$ cat src/sv/fdt_pkg.sv
// fdt_pkg: shared types and constants for the truncating binary32 divider.
// No dependencies.
`timescale 1ns / 1ps
package fdt_pkg;
    localparam int FRAC_BITS = 23;
    localparam int EXP_BITS  = 8;
    localparam int BIAS      = 127;
    localparam int MAN_BITS  = FRAC_BITS + 1;
    localparam int QUEUE_DEPTH = 4;
    localparam logic [31:0] QNAN_BITS = 32'h7FC00000;

    typedef enum logic [1:0] {
        CLS_DIV,
        CLS_CONST
    } cls_t;

    typedef struct packed {
        cls_t                  cls;
        logic [31:0]           const_bits;
        logic                  sign;
        logic [9:0]            expo;
        logic [MAN_BITS-1:0]   num;
        logic [MAN_BITS-1:0]   den;
    } job_t;
endpackage

$ cat src/sv/fdt_front.sv
// fdt_front: classifies an operand pair into a constant result or a division job.
// Depends on fdt_pkg.
`timescale 1ns / 1ps
module fdt_front
(
    input  logic [31:0]   dividend_bits,
    input  logic [31:0]   divisor_bits,
    output fdt_pkg::job_t job
);
    logic a_zero;
    logic b_zero;
    logic a_pos;
    logic [9:0] er;

    always_comb
    begin
        a_zero = (dividend_bits[30:0] == 31'd0);
        b_zero = (divisor_bits[30:0] == 31'd0);
        a_pos  = !dividend_bits[31] && !a_zero &&
                 !((dividend_bits[30:23] == 8'hFF) && (dividend_bits[22:0] != 23'd0));
        er = {2'b00, dividend_bits[30:23]} - {2'b00, divisor_bits[30:23]} + 10'd127;
        job.sign = dividend_bits[31] ^ divisor_bits[31];
        job.expo = er;
        job.num  = {1'b1, dividend_bits[22:0]};
        job.den  = {1'b1, divisor_bits[22:0]};
        job.cls  = fdt_pkg::CLS_CONST;
        job.const_bits = 32'd0;
        if (b_zero)
        begin
            job.const_bits = a_zero ? fdt_pkg::QNAN_BITS : {!a_pos, 8'hFF, 23'd0};
        end
        else if (a_zero)
        begin
            job.const_bits = 32'd0;
        end
        else if (!er[9] && (er >= 10'd255))
        begin
            job.const_bits = {job.sign, 8'hFF, 23'd0};
        end
        else if (er[9] || (er == 10'd0))
        begin
            job.const_bits = {job.sign, 31'd0};
        end
        else
        begin
            job.cls = fdt_pkg::CLS_DIV;
        end
    end
endmodule

$ cat src/sv/fdt_queue.sv
// fdt_queue: small FIFO between front and back.
// Depends on fdt_pkg.
`timescale 1ns / 1ps
module fdt_queue #(
    parameter int DEPTH = fdt_pkg::QUEUE_DEPTH
)
(
    input  logic          clk,
    input  logic          rst_n,
    input  logic          push,
    input  fdt_pkg::job_t push_job,
    input  logic          pop,
    output logic          not_empty,
    output logic          full,
    output fdt_pkg::job_t head_job
);
    localparam int AW = (DEPTH > 1) ? $clog2(DEPTH) : 1;
    fdt_pkg::job_t mem_reg [DEPTH];
    logic [AW-1:0] wr_reg, wr_next, rd_reg, rd_next;
    logic [AW:0]   cnt_reg, cnt_next;

    always_comb
    begin
        wr_next = wr_reg;
        rd_next = rd_reg;
        if (push)
        begin
            wr_next = (wr_reg == AW'(DEPTH-1)) ? '0 : wr_reg + 1'b1;
        end
        if (pop)
        begin
            rd_next = (rd_reg == AW'(DEPTH-1)) ? '0 : rd_reg + 1'b1;
        end
        cnt_next = cnt_reg + (AW+1)'(push) - (AW+1)'(pop);
    end

    always_ff @(posedge clk or negedge rst_n)
    begin
        if (!rst_n)
        begin
            wr_reg  <= '0;
            rd_reg  <= '0;
            cnt_reg <= '0;
        end
        else
        begin
            wr_reg  <= wr_next;
            rd_reg  <= rd_next;
            cnt_reg <= cnt_next;
        end
    end

    always_ff @(posedge clk)
    begin
        if (push)
        begin
            mem_reg[wr_reg] <= push_job;
        end
    end

    assign head_job  = mem_reg[rd_reg];
    assign not_empty = (cnt_reg != '0);
    assign full      = (cnt_reg == (AW+1)'(DEPTH));
endmodule

$ cat src/sv/fdt_back.sv
// fdt_back: pipelined restoring divider, one quotient bit per stage, and packing.
// Depends on fdt_pkg.
`timescale 1ns / 1ps
module fdt_back
(
    input  logic          clk,
    input  logic          rst_n,
    input  logic          in_valid,
    input  fdt_pkg::job_t in_job,
    output logic          out_valid,
    output logic [31:0]   out_bits
);
    localparam int M  = fdt_pkg::MAN_BITS;
    localparam int NS = M;

    logic                vld_reg [NS+1];
    fdt_pkg::job_t       job_reg [NS+1];
    logic [M:0]          rem_reg [NS+1];
    logic [M-1:0]        q_reg   [NS+1];

    always_ff @(posedge clk or negedge rst_n)
    begin
        if (!rst_n)
        begin
            for (int i = 0; i <= NS; i++)
            begin
                vld_reg[i] <= 1'b0;
            end
        end
        else
        begin
            vld_reg[0] <= in_valid;
            for (int i = 1; i <= NS; i++)
            begin
                vld_reg[i] <= vld_reg[i-1];
            end
        end
    end

    // num<<23 / den: first step compares num itself (top 24 bits), then shift in zeros
    always_ff @(posedge clk)
    begin
        job_reg[0] <= in_job;
        rem_reg[0] <= {1'b0, in_job.num};
        q_reg[0]   <= '0;
        for (int i = 1; i <= NS; i++)
        begin
            logic [M:0] r;
            logic [M:0] d;
            logic       ge;
            r  = (i == 1) ? rem_reg[i-1] : {rem_reg[i-1][M-1:0], 1'b0};
            d  = {1'b0, job_reg[i-1].den};
            ge = (r >= d);
            job_reg[i] <= job_reg[i-1];
            rem_reg[i] <= ge ? r - d : r;
            q_reg[i]   <= {q_reg[i-1][M-2:0], ge};
        end
    end

    logic [M-1:0] qn;
    logic [9:0]   en;
    always_comb
    begin
        qn = q_reg[NS];
        en = job_reg[NS].expo;
        if (!qn[M-1])
        begin
            qn = {qn[M-2:0], 1'b0};
            en = en - 10'd1;
        end
        if (job_reg[NS].cls == fdt_pkg::CLS_CONST)
        begin
            out_bits = job_reg[NS].const_bits;
        end
        else if (en == 10'd0)
        begin
            out_bits = {job_reg[NS].sign, 31'd0};
        end
        else
        begin
            out_bits = {job_reg[NS].sign, en[7:0], qn[M-2:0]};
        end
    end
    assign out_valid = vld_reg[NS];
endmodule

$ cat src/sv/float32_divider_truncating_top.sv
// Channel | ports                               | handshake
// input   | dividend_bits, divisor_bits         | start & !busy
// result  | quotient_bits                       | done, one cycle
// One pair per cycle; a result passes the queue stage, the entry stage and the
// 24-stage divider pipeline. Reset is asynchronous, clears all valid state.
// The result side never stalls; busy rises only if QUEUE_DEPTH is 1 and the queue fills.
// Depends on fdt_pkg, fdt_front, fdt_queue, fdt_back.
`timescale 1ns / 1ps
module float32_divider_truncating_top #(
    parameter int QUEUE_DEPTH = fdt_pkg::QUEUE_DEPTH
)
(
    input  logic        clk,
    input  logic        rst_n,
    input  logic        start,
    output logic        busy,
    input  logic [31:0] dividend_bits,
    input  logic [31:0] divisor_bits,
    output logic        done,
    output logic [31:0] quotient_bits
);
    fdt_pkg::job_t f_job, h_job;
    logic ne, full, acc;

    assign busy = full;
    assign acc  = start && !busy;

    fdt_front u_front (.dividend_bits(dividend_bits), .divisor_bits(divisor_bits), .job(f_job));

    fdt_queue #(.DEPTH(QUEUE_DEPTH)) u_queue (
        .clk(clk), .rst_n(rst_n), .push(acc), .push_job(f_job),
        .pop(ne), .not_empty(ne), .full(full), .head_job(h_job)
    );

    fdt_back u_back (
        .clk(clk), .rst_n(rst_n), .in_valid(ne), .in_job(h_job),
        .out_valid(done), .out_bits(quotient_bits)
    );
endmodule

$ cat config.mk
export PLATFORM = sky130hd
export DESIGN_NAME = float32_divider_truncating_top
export DESIGN_NICKNAME = d
export VERILOG_FILES = /design/src/sv/fdt_pkg.sv /design/src/sv/fdt_front.sv /design/src/sv/fdt_queue.sv /design/src/sv/fdt_back.sv /design/src/sv/float32_divider_truncating_top.sv
export SDC_FILE = /design/constraint.sdc
export NUM_CORES = 2
export LEC_CHECK = 0
export BUFFER_PORTS_ARGS = -buffer_cell sky130_fd_sc_hd__buf_2
export CELL_PAD_IN_SITES_DETAIL_PLACEMENT = 0
export CELL_PAD_IN_SITES_GLOBAL_PLACEMENT = 1
export CORE_MARGIN = 10
export CORE_UTILIZATION = 25
export CTS_CLUSTER_SIZE = 20
export DETAILED_ROUTE_END_ITERATION = 10
export GPL_TIMING_DRIVEN = 0
export PLACE_DENSITY = 0.45
export REMOVE_ABC_BUFFERS = 1
export SLEW_MARGIN = 20
export SYNTH_ARGS = -nofsm -noshare
export SYNTH_HDL_FRONTEND = slang
export SYNTH_SLANG_ARGS = --single-unit
export TNS_END_PERCENT = 1
$ cat constraint.sdc
create_clock -name clk -period 2.9 [get_ports clk]
set_input_delay 0.725 -clock clk [delete_from_list [all_inputs] [get_ports clk]]
set_output_delay 0.725 -clock clk [all_outputs]
set_load 0.02 [all_outputs]
==> results.md <==
* Status: finished with violations
* Violated checks: setup timing
* Latest clock arrival within the worst-skew pair at ~0.91 ns
* Sequential area share after synthesis at 54.6%
* Max stage delay cell, worst path: or4_4
* EDFF count, synth at 244
* RSZ-0062 raised after global routing: yes
* Site Rows at 208
* FF-to-FF End: u_back.rem_reg[2][78]
* Core area at roughly 0.32 mm^2
* Cell area after layout at 0.0978 mm^2
* Grt ovf at 0
* Syn avg cell area at 10.8 um^2
* Hold path depth at 1
* Clock sinks at about 2100
* Routed Antenna Nets at 0
* DRT iter0 DRCs at between 2000 and 2500
* Worst Path Arrival at approximately 3.1 ns
* Multiplexer share of the synthesized area at 5.26%
* Gp weighted congestion at 0.773
* Crit-path max FO at 21
* CTS tree: built
* Min-Delay Path Class: primary input to register
* Final Slew Violations at 0
* Synth Area in Simple Gates at 8.68%
* Die H at 589 um
* Synth Flop Type: dfxtp_1
* Synth area leaders: dfxtp_1 45%, edfxtp_1 9.1%, ha_1 8.8%
* Gate Count Post-Synth at approximately 7500
* R2r startpoint: u_back.job_reg[18][8]
* Worst EP required at 2.17 ns
* Max FFs per register at 927
* Die footprint at roughly 0.35 mm^2
* Critical path class: register to output port
* Hold Vio Cnt, Final at 0
* Crit path max-delay family: simple AND/OR/NAND/NOR gates
* Tightest Pin Transition at about 0.95 ns
* Period utilisation layout at 133%
* Worst reg2reg path depth at 12
* Die Width at 589 um
* Final core occ at 30.4%
* FFs w/ async S/R, synth at 1.54%
* Maximum clock insertion buffer count at 4
* Starting Density at 25.2%
* Commonest cells in the netlist: 1802 x dfxtp_1, 736 x inv_1, 571 x ha_1
* Area grow syn2layout at 20.9%
* Final TNS setup at -79.19 ns
* DPL Wire Length at 148 mm
* Layout cells sized above 1 at between 15 and 20%
* Number of CTS-inserted buffers at 236
* FMAX at approximately 260 MHz
* Post-Synth XOR/XNOR Area at 4.45%
* Min Tclk post-route at 3.84 ns
* Root buffer cell: clkbuf_16
* Synth Area in Compound Gates at 13.5%
* Crit path from: u_back.job_reg[24][48]
* Post-Route Skew at 0.0990 ns
* Final setup vio count at 258
* Via count at 52079
* Cells along the critical path: inv_1 > ha_1 > nand2b_1 > or4_4 > nand2b_1 > a21oi_1 > a31oi_1 > o22ai_1 > a41o_2 > buf_12 > nor2_1 > buf_4
* H-tree levels at 4
* Clk pin slew, worst setup/hold paths at approximately 0.060 ns
* First-pass GRT wire length at roughly 310 mm
* Setup ws final at -0.943 ns
* Crit end category: output port
* Vias in the first global route at 53562
* Layout Cells excl Fill at 12255
* Synth area leader: dfxtp_1
* Placed Cells at 11783
* Post-route DRC at 0
* Adder-cell share of the synthesized area at 9.45%
* Beginning of the worst hold path: dividend_bits[14]
* Most frequent cell after synthesis: dfxtp_1
* Max Cap Viol at 0
* Main combinational cell family by area after synthesis: compound AO/OA/AOI/OAI gates
* Avg WL per Cell at 16.0 um
* Syn Std Cell Area at slightly above 0.08 mm^2
* Yosys warning count at 0
* Synth top area share at ~45%
* Vias per inst at approximately 4.2
* Cell repeated most along the worst path: nand2b_1
* Crit start category: register
* R2r setup slk at -0.79 ns
* Yosys reg bits at 2078
* Post-layout net count at 8406
* GR Util All Layers at 10.9%
* Slowest stage delay, CP at 0.43 ns
* Hold Path End: u_queue.mem_reg[2][37]
* DP Area at 0.0871 mm^2
* Port Buffers at 100
* CP bufs+invs at 3
* DR pass1 iterations at 7
* Largest net degree at the start of global routing at 46
* Final WL at 196 mm
* Initial antenna violation count at 6
* I/O Pins at 101
* Synth cell types at 91
* Slew HR at 36.6%
worst max-delay path by stage:
stage / to / slack [ns] / cells after the start
after floorplan: u_back.rem_reg[1][79] / -0.98 / 10
after global placement: u_back.rem_reg[0][147] / -3.25 / 10
after detailed placement: u_queue.mem_reg[3][88] / -1.20 / 7
after CTS: quotient_bits[22] / -1.11 / 12
after global routing: quotient_bits[22] / -1.23 / 12
final: quotient_bits[3] / -0.94 / 12
cells in the final DEF, fill, tap and decap left out, types with 26 or more instances in the layout:
cell type | Yosys | routed
a21oi_1 | 556 | 522
nand3_1 | 65 | 63
xnor2_1 | 242 | 242
o21ai_0 | 423 | 363
nor3_1 | 111 | 107
nand4_1 | 78 | 78
mux2i_1 | 38 | 38
and3_1 | 31 | 29
nand2b_1 | 91 | 87
mux4_2 | 61 | 61
nor2b_1 | 72 | 69
ha_4 | 0 | 41
dfrtp_1 | 32 | 30
mux2_4 | 16 | 26
edfxtp_1 | 244 | 244
or2_2 | 30 | 29
and2_1 | 37 | 27
a31oi_1 | 63 | 56
dfxtp_2 | 0 | 51
mux2_2 | 194 | 184
inv_1 | 736 | 727
clkbuf_8 | 0 | 44
o31ai_1 | 38 | 26
nor2_1 | 424 | 408
o31a_1 | 38 | 37
o21a_1 | 93 | 91
clkinv_2 | 0 | 50
o21bai_1 | 43 | 42
dfxtp_1 | 1802 | 1745
buf_2 | 17 | 71
a21o_1 | 217 | 217
nand2_1 | 412 | 408
bufinv_16 | 0 | 34
xor2_1 | 169 | 168
clkbuf_16 | 0 | 241
o21ai_1 | 8 | 37
ha_1 | 571 | 517
clkbuf_1 | 95 | 31
buf_4 | 2 | 27
final cells by class:
cell class	instances	area, um^2
antenna	1	2.50
clock buffer	316	6750
clock inverter	128	1630
fill	33262	224000
inverter	736	2760
multi-input combinational	4532	35400
sequential	2078	44300
tap	4305	5390
timing repair buffer	159	1570
timing repair:
| item | 4_1_cts | 5_1_grt |
|---|---|---|
| gates resized for setup | 328 | 172 |
| setup endpoints to repair | 557 | 533 |
| setup buffers | 4 | 0 |
| endpoints found under the hold margin | 120 | 0 |
| pin swaps | 41 | 28 |
| hold buffers | 23 | 0 |
metal layers:
layer  GRT usage (%)  share of wire (%)
met4            3.83                3.5
met2            19.0                 48
met1            13.6                 45
met3            1.78                3.5
met5               0             0.0066
logic make-up after synthesis:
logic type                 Yosys count
DFF                               2078
AOI/OAI and AO/OA                 1739
and+or+nand+nor                   1470
buffers and inverters              859
adders and majority gates          596
xor gates and xnor gates           411
muxes                              316
worst register-to-register path, cell delays in order, from the launching register on:
cell	delay [ns]
dfxtp_1	0.35
inv_1	0.06
ha_2	0.36
and4_1	0.24
and2_2	0.23
o21a_1	0.13
o31a_1	0.26
o22ai_2	0.19
o31ai_2	0.31
a211oi_2	0.16
o31ai_4	0.65
buf_6	0.28
mux2_2	0.37
metrics by stage:
stage | hold WS [ns] | setup WS [ns]
6_report | 0.104 | -0.943
5_1_grt | 0.0479 | -1.23
4_1_cts | 0.00117 | -1.11
3_5_place_dp | 0.312 | -1.20
3_3_place_gp | 0.310 | -3.25
2_1_floorplan | 0.310 | -0.978
Power is not shown: default switching activity piles up to over one toggle a cycle in this logic, so the estimate is an artifact.
